--- src/hdl/rtcm3fs_pkg.sv ---
// Shared types, constants and the CRC-24Q byte update for the RTCM3 frame sync.
// Depends on nothing; imported by every module of the block.
`default_nettype none

package rtcm3fs_pkg;

  localparam int BYTE_W     = 8;
  localparam int IDX_W      = 11;
  localparam int LEN_W      = 10;
  localparam int CRC_W      = 24;
  localparam int HDR_LEN    = 3;
  localparam int CRC_LEN    = 3;

  // Result queue geometry: a header lock pushes three results at once
  localparam int MAX_PUSH   = 3;
  localparam int PUSH_W     = 2;
  localparam int FIFO_DEPTH = 4;
  localparam int PTR_W      = 2;
  localparam int CNT_W      = 3;

  // Configuration port
  localparam int CFG_IDX_W  = 2;
  localparam int CFG_DATA_W = 10;

  localparam logic [CFG_IDX_W-1:0] REG_PREAMBLE    = 2'd0;
  localparam logic [CFG_IDX_W-1:0] REG_MAX_PAYLOAD = 2'd1;

  localparam logic [BYTE_W-1:0] PREAMBLE_RST    = 8'hD3;
  localparam logic [LEN_W-1:0]  MAX_PAYLOAD_RST = 10'd1023;

  localparam logic [BYTE_W-1:0] LEN_HI_MASK = 8'h03;
  localparam logic [CRC_W-1:0]  CRC24Q_POLY = 24'h864CFB;

  typedef struct packed {
    logic [BYTE_W-1:0] frame_byte;
    logic [IDX_W-1:0]  byte_index;
    logic              frame_end;
    logic              crc_ok;
    logic [LEN_W-1:0]  msg_length;
    logic              run_last;
  } res_t;

  // One byte of CRC-24Q, MSB first, no reflection
  function automatic logic [CRC_W-1:0] crc24q_byte(input logic [CRC_W-1:0] crc,
                                                   input logic [BYTE_W-1:0] b);
    logic [CRC_W-1:0] r;
    logic             msb;
    r = crc ^ {b, 16'h0000};
    for (int i = 0; i < BYTE_W; i++) begin
      msb = r[CRC_W-1];
      r   = {r[CRC_W-2:0], 1'b0};
      if (msb) begin
        r = r ^ CRC24Q_POLY;
      end
    end
    return r;
  endfunction

endpackage

`default_nettype wire

--- src/hdl/rtcm3_frame_sync_crc24q.sv ---
// RTCM3 frame synchronizer with CRC-24Q check: top level, framing state and config.
// Depends on rtcm3fs_pkg and rtcm3fs_res_fifo.
// Results of a byte are registered into the result queue before they are presented.
// Throughput: one byte per cycle; a header lock yields three results, which
// drain one per out_ready cycle through the result queue, so input stalls while it holds two or more.
// Reset (rst, synchronous): queue empty, hunting with empty window, preamble 0xD3,
// max payload 1023.
`default_nettype none

module rtcm3_frame_sync_crc24q (
  input  wire logic                                clk,
  input  wire logic                                rst,
  input  wire logic                                cfg_valid,
  output logic                                     cfg_ready,
  input  wire logic [rtcm3fs_pkg::CFG_IDX_W-1:0]   cfg_index,
  input  wire logic [rtcm3fs_pkg::CFG_DATA_W-1:0]  cfg_data,
  input  wire logic                                in_valid,
  output logic                                     in_ready,
  input  wire logic [rtcm3fs_pkg::BYTE_W-1:0]      data_byte,
  output logic                                     out_valid,
  input  wire logic                                out_ready,
  output logic [rtcm3fs_pkg::BYTE_W-1:0]           frame_byte,
  output logic [rtcm3fs_pkg::IDX_W-1:0]            byte_index,
  output logic                                     frame_end,
  output logic                                     crc_ok,
  output logic [rtcm3fs_pkg::LEN_W-1:0]            msg_length,
  output logic                                     run_last
);
  import rtcm3fs_pkg::*;

  typedef enum logic {HUNT, FRAME} phase_t;

  // Configuration registers
  logic [BYTE_W-1:0] preamble;
  logic [LEN_W-1:0]  max_payload;

  // Framing state
  phase_t            phase, phase_next;
  logic [BYTE_W-1:0] win0, win0_next;
  logic [BYTE_W-1:0] win1, win1_next;
  logic [1:0]        fill, fill_next;
  logic [IDX_W-1:0]  frame_count, frame_count_next;
  logic [LEN_W-1:0]  frame_len, frame_len_next;
  logic [CRC_W-1:0]  crc_accum, crc_accum_next;
  logic [CRC_W-1:0]  crc_rcvd, crc_rcvd_next;
  // CRC from zero over the newest hunting byte, and over the newest two
  logic [CRC_W-1:0]  crc_one, crc_one_next;
  logic [CRC_W-1:0]  crc_two, crc_two_next;

  logic                        accept;
  logic                        room;
  logic [PUSH_W-1:0]           push_n;
  res_t [MAX_PUSH-1:0]         push_data;
  res_t                        head;

  logic [BYTE_W-1:0] len_hi;
  logic [LEN_W-1:0]  hdr_len;
  logic [IDX_W-1:0]  data_end;
  logic [IDX_W-1:0]  last_idx;
  logic [CRC_W-1:0]  rcvd_shift;

  assign cfg_ready = 1'b1;
  assign in_ready  = room;
  assign accept    = in_valid && in_ready;

  assign len_hi     = win1 & LEN_HI_MASK;
  assign hdr_len    = {len_hi[1:0], data_byte};
  assign data_end   = IDX_W'(HDR_LEN) + {1'b0, frame_len};
  assign last_idx   = data_end + IDX_W'(CRC_LEN - 1);
  assign rcvd_shift = {crc_rcvd[CRC_W-BYTE_W-1:0], data_byte};

  // Per-byte framing: window check while hunting, index and CRC inside a frame
  always_comb begin
    phase_next       = phase;
    win0_next        = win0;
    win1_next        = win1;
    fill_next        = fill;
    frame_count_next = frame_count;
    frame_len_next   = frame_len;
    crc_accum_next   = crc_accum;
    crc_rcvd_next    = crc_rcvd;
    crc_one_next     = crc_one;
    crc_two_next     = crc_two;
    push_n           = '0;
    push_data        = '0;
    if (accept) begin
      case (phase)
        HUNT: begin
          crc_one_next = crc24q_byte('0, data_byte);
          crc_two_next = crc24q_byte(crc_one, data_byte);
          if (fill < 2'd2) begin
            if (fill == 2'd0) begin
              win0_next = data_byte;
            end else begin
              win1_next = data_byte;
            end
            fill_next = fill + 2'd1;
          end else if (win0 == preamble && hdr_len <= max_payload) begin
            // Lock: emit the three header bytes
            push_n                      = PUSH_W'(MAX_PUSH);
            push_data[0].frame_byte     = win0;
            push_data[0].byte_index     = IDX_W'(0);
            push_data[0].msg_length     = hdr_len;
            push_data[1].frame_byte     = win1;
            push_data[1].byte_index     = IDX_W'(1);
            push_data[1].msg_length     = hdr_len;
            push_data[2].frame_byte     = data_byte;
            push_data[2].byte_index     = IDX_W'(2);
            push_data[2].msg_length     = hdr_len;
            push_data[2].run_last       = 1'b1;
            phase_next       = FRAME;
            frame_count_next = IDX_W'(HDR_LEN);
            frame_len_next   = hdr_len;
            crc_accum_next   = crc24q_byte(crc_two, data_byte);
            crc_rcvd_next    = '0;
            fill_next        = 2'd0;
          end else begin
            // Slide the window by one byte
            win0_next = win1;
            win1_next = data_byte;
          end
        end
        FRAME: begin
          push_n                      = PUSH_W'(1);
          push_data[0].frame_byte     = data_byte;
          push_data[0].byte_index     = frame_count;
          push_data[0].msg_length     = frame_len;
          push_data[0].run_last       = 1'b1;
          if (frame_count < data_end) begin
            crc_accum_next   = crc24q_byte(crc_accum, data_byte);
            frame_count_next = frame_count + IDX_W'(1);
          end else begin
            crc_rcvd_next = rcvd_shift;
            if (frame_count >= last_idx) begin
              push_data[0].frame_end = 1'b1;
              push_data[0].crc_ok    = (rcvd_shift == crc_accum);
              phase_next             = HUNT;
              fill_next              = 2'd0;
              frame_count_next       = '0;
            end else begin
              frame_count_next = frame_count + IDX_W'(1);
            end
          end
        end
        default: begin
          phase_next = HUNT;
        end
      endcase
    end
  end

  // Hold framing state and configuration registers
  always_ff @(posedge clk) begin
    if (rst) begin
      phase       <= HUNT;
      win0        <= '0;
      win1        <= '0;
      fill        <= '0;
      frame_count <= '0;
      frame_len   <= '0;
      crc_accum   <= '0;
      crc_rcvd    <= '0;
      crc_one     <= '0;
      crc_two     <= '0;
      preamble    <= PREAMBLE_RST;
      max_payload <= MAX_PAYLOAD_RST;
    end else begin
      phase       <= phase_next;
      win0        <= win0_next;
      win1        <= win1_next;
      fill        <= fill_next;
      frame_count <= frame_count_next;
      frame_len   <= frame_len_next;
      crc_accum   <= crc_accum_next;
      crc_rcvd    <= crc_rcvd_next;
      crc_one     <= crc_one_next;
      crc_two     <= crc_two_next;
      if (cfg_valid && cfg_ready) begin
        case (cfg_index)
          REG_PREAMBLE:    preamble    <= cfg_data[BYTE_W-1:0];
          REG_MAX_PAYLOAD: max_payload <= cfg_data[LEN_W-1:0];
          default: begin
          end
        endcase
      end
    end
  end

  rtcm3fs_res_fifo u_res_fifo (
    .clk       (clk),
    .rst       (rst),
    .push_n    (push_n),
    .push_data (push_data),
    .room      (room),
    .out_valid (out_valid),
    .out_ready (out_ready),
    .head      (head)
  );

  assign frame_byte     = head.frame_byte;
  assign byte_index     = head.byte_index;
  assign frame_end      = head.frame_end;
  assign crc_ok         = head.crc_ok;
  assign msg_length     = head.msg_length;
  assign run_last       = head.run_last;

  a_count_range: assert property (@(posedge clk) disable iff (rst)
    (phase == FRAME) |-> (frame_count >= IDX_W'(HDR_LEN) && frame_count <= last_idx))
    else $error("frame index outside frame");

  a_lock: assert property (@(posedge clk) disable iff (rst)
    (accept && phase == HUNT && push_n != '0) |=>
      (phase == FRAME && frame_count == IDX_W'(HDR_LEN)))
    else $error("header lock did not enter frame");

  a_end_last: assert property (@(posedge clk) disable iff (rst)
    (out_valid && frame_end) |-> run_last)
    else $error("frame end without run_last");

endmodule

`default_nettype wire

--- src/hdl/rtcm3fs_res_fifo.sv ---
// Result queue: takes up to three results per cycle, hands out one per cycle while out_ready is high.
// Depends on rtcm3fs_pkg (res_t and queue geometry).
`default_nettype none

module rtcm3fs_res_fifo (
  input  wire logic                                         clk,
  input  wire logic                                         rst,
  input  wire logic [rtcm3fs_pkg::PUSH_W-1:0]               push_n,
  input  wire rtcm3fs_pkg::res_t [rtcm3fs_pkg::MAX_PUSH-1:0] push_data,
  output logic                                              room,
  output logic                                              out_valid,
  input  wire logic                                         out_ready,
  output rtcm3fs_pkg::res_t                                 head
);
  import rtcm3fs_pkg::*;

  res_t [FIFO_DEPTH-1:0] q;
  res_t [FIFO_DEPTH-1:0] q_next;
  logic [CNT_W-1:0]      cnt;
  logic [CNT_W-1:0]      cnt_next;
  logic [CNT_W-1:0]      base;
  logic                  pop;

  assign out_valid = (cnt != '0);
  assign head      = q[0];
  assign pop       = out_valid && out_ready;
  // Accept a new input only when a full header burst still fits
  assign room      = (cnt <= CNT_W'(FIFO_DEPTH - MAX_PUSH));

  // Shift out the head, then append new results behind what remains
  always_comb begin
    q_next = q;
    if (pop) begin
      for (int i = 0; i < FIFO_DEPTH - 1; i++) begin
        q_next[i] = q[i + 1];
      end
    end
    base = cnt - CNT_W'(pop);
    for (int k = 0; k < MAX_PUSH; k++) begin
      if (PUSH_W'(k) < push_n) begin
        q_next[PTR_W'(base + CNT_W'(k))] = push_data[k];
      end
    end
    cnt_next = base + CNT_W'(push_n);
  end

  always_ff @(posedge clk) begin
    q <= q_next;
    if (rst) begin
      cnt <= '0;
    end else begin
      cnt <= cnt_next;
    end
  end

  a_cnt_bound: assert property (@(posedge clk) disable iff (rst)
    cnt <= CNT_W'(FIFO_DEPTH))
    else $error("result queue count beyond depth");

  a_no_overflow: assert property (@(posedge clk) disable iff (rst)
    (push_n != '0) |-> (base + CNT_W'(push_n) <= CNT_W'(FIFO_DEPTH)))
    else $error("result queue overflow");

  a_head_hold: assert property (@(posedge clk) disable iff (rst)
    (out_valid && !out_ready) |=> (out_valid && $stable(head)))
    else $error("stalled head changed");

endmodule

`default_nettype wire

--- config.mk ---
export PLATFORM = sky130hd
export DESIGN_NAME = rtcm3_frame_sync_crc24q
export DESIGN_NICKNAME = d
export VERILOG_FILES = /design/src/hdl/rtcm3fs_pkg.sv /design/src/hdl/rtcm3_frame_sync_crc24q.sv /design/src/hdl/rtcm3fs_res_fifo.sv
export SDC_FILE = /design/constraint.sdc
export NUM_CORES = 1
export LEC_CHECK = 0
export ABC_AREA = 1
export ABC_CLOCK_PERIOD_IN_PS = 8039
export BUFFER_PORTS_ARGS = -buffer_cell sky130_fd_sc_hd__buf_2
export CAP_MARGIN = 20
export CORE_ASPECT_RATIO = 0.7
export CORE_MARGIN = 1
export CORE_UTILIZATION = 60
export DETAILED_ROUTE_END_ITERATION = 8
export HOLD_SLACK_MARGIN = 0.15
export PLACE_DENSITY = 0.75
export SLEW_MARGIN = 10
export SYNTH_ARGS = -nofsm -noshare
export SYNTH_HDL_FRONTEND = slang
export SYNTH_SLANG_ARGS = --single-unit
--- constraint.sdc ---
create_clock -name clk -period 8.04 [get_ports clk]
set_input_delay 0.804 -clock clk [delete_from_list [all_inputs] [get_ports clk]]
set_output_delay 0.804 -clock clk [all_outputs]
set_load 0.1 [all_outputs]
# Word-level counts from Yosys, hierarchy flattened
# Index checks and enable logic that the tools add are counted.
[classes] n_addsub=8 magnitude_cmp=14 eq_ne=12 mux=176 n_bitwise=37 n_reduce_logical=19
[ops] cell="$mux 24" count=112
[ops] cell="$not 13->13" count=32
[ops] cell="$bwmux 128" count=3
[ops] cell="$mux 128" count=3
[ops] cell="$demux 32 s2" count=3
[ops] cell="$mux 32" count=4
[ops] cell="$mux 30" count=4
[ops] cell="$mux 19" count=6
[ops] cell="$mux 96" count=1
[ops] cell="$xor 24x24->24" count=3
[ops] cell="$mux 16" count=3
[ops] cell="$mux 8" count=6
[ops] cell="$pmux 24 s2" count=1
[ops] cell="$mux 11" count=4
[ops] cell="$mux 10" count=4
[ops] cell="$pmux 19 s2" count=1
[ops] cell="$pmux 16 s2" count=1
[ops] cell="$eq 24x24->1" count=1
[ops] cell="$reduce_and 4->1" count=6
[ops] cell="$pmux 11 s2" count=1
[ops] cell="$mux 2" count=10
[ops] cell="$pmux 10 s2" count=1
[ops] cell="$add 11x1->11 const B" count=1
[ops] cell="$add 11x2->11 const B" count=1
[ops] cell="other kinds (28)" count=54
[totals] ff_bits=277 out_inout_bits=35

# Longest topological paths before layout
[logic_depth] ltp_word=48 mapped_depth=25 mapped_depth_nobuf=25

# Modules after synthesis
# Synthesis repeated with hierarchy kept, for this count alone.
[hier_totals] hier_cells=2965 area_unflattened_um2=18977.0
[modules_own_cells] module="rtcm3_frame_sync_crc24q" n_inst=1 cells_per_inst=1501 area_each_um2=10376.2
[modules_own_cells] module="rtcm3fs_res_fifo" n_inst=1 cells_per_inst=1464 area_each_um2=8600.7

# Least setup slack after synthesis
# OpenSTA, ideal clock, no wires.
[synth_path] kind="reg2reg" startpoint="reg u_res_fifo.cnt[2]" endpoint="reg u_res_fifo.q[37] (netlist bit)" setup_time_ps=126 arrival_time_ps=5740 path_slack_ps=2174 path_stages_with_launch=18 n_path_buf=4 synth_period_minus_slack_ps=5866 cell_sequence="dfxtp_1 nor2_1 nand2_1 nand2_1 inv_2 clkbuf_1 buf_1 ha_1 ha_1 clkbuf_1 inv_1 nor2_1 inv_1 nor2_1 buf_2 nand2_1 o211ai_1 o21ai_0"
[synth_rtl] element="start: declaration" line="rtcm3fs_res_fifo.sv:19" rtl="logic [CNT_W-1:0] cnt;"
[synth_rtl] element="start signal: assignment" line="rtcm3fs_res_fifo.sv:52" rtl="cnt <= cnt_next;"
[synth_rtl] element="end signal: assignment" line="rtcm3fs_res_fifo.sv:48" rtl="q <= q_next;"
[synth_rtl] element="end: declaration" line="rtcm3fs_res_fifo.sv:17" rtl="res_t [FIFO_DEPTH-1:0] q;"

==> flow_summary.ini <==
[synth]
synth_top_cell_by_area = dfxtp_1
synth-edff-count = 0
syn_area_sq_um = 16800
yosysWarnings = 0
ys_ff_latch = 277
synth_top_area_share_pct = 32.9
syn_nets = 2550
ys.flop_type = dfxtp_1
ys_async_sr_fraction_pct = 0
avgSynthCellArea_sq_um = 6.77
yosys-top-cells-area = dfxtp_1 (33%), nand2_1 (12%), o21ai_0 (6.7%)
synth_cell_types = 54
seq_area_frac_synth_pct = 32.9
netlist_instances = 2487

[cts]
numCtsBuffers = 28
cts_hold_buf = 0
cts_resized = 0
cts_tree = done
root_buffer = clkbuf_16
htreeDepth = 1
clkLatencyLatePin_ns = 0.57
clk_pin_slew_ns = 0.06
ctsLongestPathBuffers = 3
cts_sinks = 277
postCtsSetupBuffers = 0

[worst_setup_path]
worstPathMaxFanout = 25
critPathRequiredTime_ns = 8.46
cp-start-kind = input pin
cp.arrival_ns = 5.68
crit_type = in2reg
crit_path_end_kind = flip-flop

[drt]
via_per_inst = 6.01
postRouteAntennaNets = 0
drtIter0Drc = 2251
wl_um = 55500
wl_per_cell_um = 19.7
num_vias = 16900
drt_pass1_iterations = 6
route.detailed.drc = 0

[cells_and_area]
fillCellCount = 2459
area_growth_pct = 6.92
drive_gt1_share_pct = 7.66
multi_input_area_sq_um = 9700
final-seq-area_sq_um = 5550
layout.nets = 2497
fin_util_pct = 66.3
antenna_cells = 0

[floorplanning]
die_area_sq_um = 28800
io_pins = 60
num_rows = 50
die_h_um = 142
die_w_um = 202
initial_core_util_pct = 62.0
core-area_sq_um = 27200

[grt]
grt.overflow.total = 0
grt_pass1_vias = 14800
grt_pass1_wl_um = 85200
grt.total_usage_pct = 38.0
grt_antenna_before_repair = 0
grt_max_degree = 100

[pwr]
switchingPower_uw = 3120
power.leakage_uw = 0.00817
powerDensity_nw_per_um2 = 366
seq_power_share_pct = 28.4
p_clk_share_pct = 22.4
ir_worst_vdd_mv = 0.339
combPwrFrac_pct = 49.2
power.internal_uw = 3470
p_sw_share_pct = 47.4

[place]
io_buffers = 58
dp_hpwl_um = 38700
gp_congestion = 0.994

[sta]
setup_viol = 0
hold_viol = 0
worst_clock_skew_ns = 0.0226
finalSetupTns_ns = 0
grt_setup_unrepaired = no
maxSlewHeadroom_pct = 26.3
worstMarginPinSlew_ns = 1.11
post-route-period-util_pct = 65.4
finalCriticalPeriod_ns = 5.26
slew_viol_final = 0
fmax_mhz = 190

[run_status]
outcome = finished, final reports clean

[flow_run]
drv_cap = 0

[worst_hold_path]
hold_path_class = in2reg
cell usage after synthesis (11+ instances only):
library cell	count
xor2_1	118
o21ai_0	226
a21oi_1	207
nor2_1	239
nand2_2	23
buf_4	32
buf_1	12
nand3_1	179
nand4_1	16
a22oi_1	31
nand3b_1	11
o22ai_1	12
xnor2_1	52
a31oi_1	12
inv_1	215
o211ai_1	48
buf_2	17
ha_1	37
clkbuf_1	94
or2_2	20
dfxtp_1	277
nand2_1	528
final timing paths:
kind | slack, ns | cells after the start | endpoint | start
setup / recovery | 2.78 | 16 | u_res_fifo.q[98]$_DFF_P_ | data_byte[7]
setup reg to reg | 2.89 | 12 | u_res_fifo.q[98]$_DFF_P_ | u_res_fifo.cnt[1]$_SDFF_PP0_
hold reg to reg | 0.47 | 2 | frame_len[1]$_SDFFE_PP0P_ | frame_len[1]$_SDFFE_PP0P_
hold / removal | 0.47 | 3 | max_payload[9]$_SDFFE_PP1P_ | cfg_data[9]
area by class of cell:
class | count | share of cell area (%)
clock inverter | 11 | 1.18
inverter | 224 | 4.73
clock buffer | 39 | 4.52
timing repair buffer | 75 | 2.36
tap | 364 | 2.53
multi-input combinational | 1828 | 53.9
sequential | 277 | 30.8
critical path, stage by stage:
cell      delay (ns)
buf_2           0.55
ha_1            0.37
a21oi_1         0.15
nor2_1          0.06
a211oi_1        0.17
nand3_1         0.15
nand2_1         0.09
nand2_1         0.08
nor2_4          0.20
nand3_2         0.44
nor2_4          0.70
nand2_1         0.53
nand2_1         0.78
inv_1           0.33
o21ai_0         0.14
o21ai_0         0.12
cells by family after synthesis:
family,share of synthesized area (%)
buffers and inverters,9.55
multiplexers,0.357
XOR/XNOR,9.36
AND/OR/NAND/NOR,26.4
other,0.0223
flip-flops,32.9
adder cells (fa/ha/maj),2.87
AO/OA/AOI/OAI,18.6
power by group through the flow:
stage                     clock network [uW]  logic (uW)  registers (uW)
after floorplan                            0        2560            1820
after global placement                     0        3090            1880
after detailed placement                   0        3130            1880
after CTS                               1470        3150            1860
after global routing                    1530        3520            1890
final                                   1480        3240            1870
registers in the layout, summed over array words and instances (netlist names):
register         flops
u_res_fifo.q        96
crc_two             24
phase                1
u_res_fifo.head     32
max_payload         10
win0                 8
frame_len           10
win1                 8
preamble             8
frame_count         11
u_res_fifo.cnt       3
fill                 2
crc_one             24
crc_accum           24
crc_rcvd            16
layout by cell type, fill, tap and decap left out, types with 3 or more instances in the layout:
| cell type | count |
|---|---|
| mux2i_1 | 6 |
| xor2_1 | 118 |
| clkbuf_16 | 29 |
| nand3_1 | 179 |
| o21ai_0 | 226 |
| nand3_2 | 4 |
| o221ai_1 | 6 |
| o22ai_1 | 12 |
| nand2_4 | 3 |
| clkbuf_1 | 5 |
| o211ai_1 | 48 |
| nand2_2 | 23 |
| nand4_1 | 16 |
| inv_2 | 5 |
| a21oi_1 | 207 |
| ha_1 | 37 |
| or2_2 | 20 |
| dfxtp_1 | 277 |
| xnor2_1 | 52 |
| a31oi_1 | 12 |
| nor3_1 | 9 |
| bufinv_16 | 6 |
| inv_1 | 214 |
| buf_4 | 16 |
| nand2_1 | 527 |
| clkbuf_8 | 5 |
| o21a_1 | 3 |
| nor2_1 | 238 |
| a211oi_1 | 9 |
| xor2_2 | 3 |
| a22oi_1 | 31 |
| buf_2 | 58 |
| nand3b_1 | 11 |
| clkinvlp_4 | 3 |
| and3_1 | 3 |
| nor2_4 | 3 |
through the flow:
step | total power (uW) | cell area [sq um] | cells | worst slack [ns] | hold slack [ns]
5_1_grt | 6940 | 18000 | 2818 | 2.55 | 0.474
2_1_floorplan | 4390 | 16800 | 2487 | 2.17 | 0.441
3_5_place_dp | 5020 | 17000 | 2768 | 2.44 | 0.459
6_report | 6580 | 18000 | 2818 | 2.78 | 0.465
4_1_cts | 6480 | 18000 | 2818 | 3.02 | 0.460
3_3_place_gp | 4960 | 17000 | 2767 | 2.63 | 0.451
per-layer routing:
layer | track usage (%) | share of wire, % | up-vias
met5 | 2.72 | 0.19 | -
met4 | 7.80 | 1.8 | 2
met3 | 11.4 | 14 | 80
met2 | 49.1 | 37 | 1053
met1 | 59.9 | 46 | 7776
li1 | - | - | 8038
Note: power is estimated with default switching activity, not from simulation.
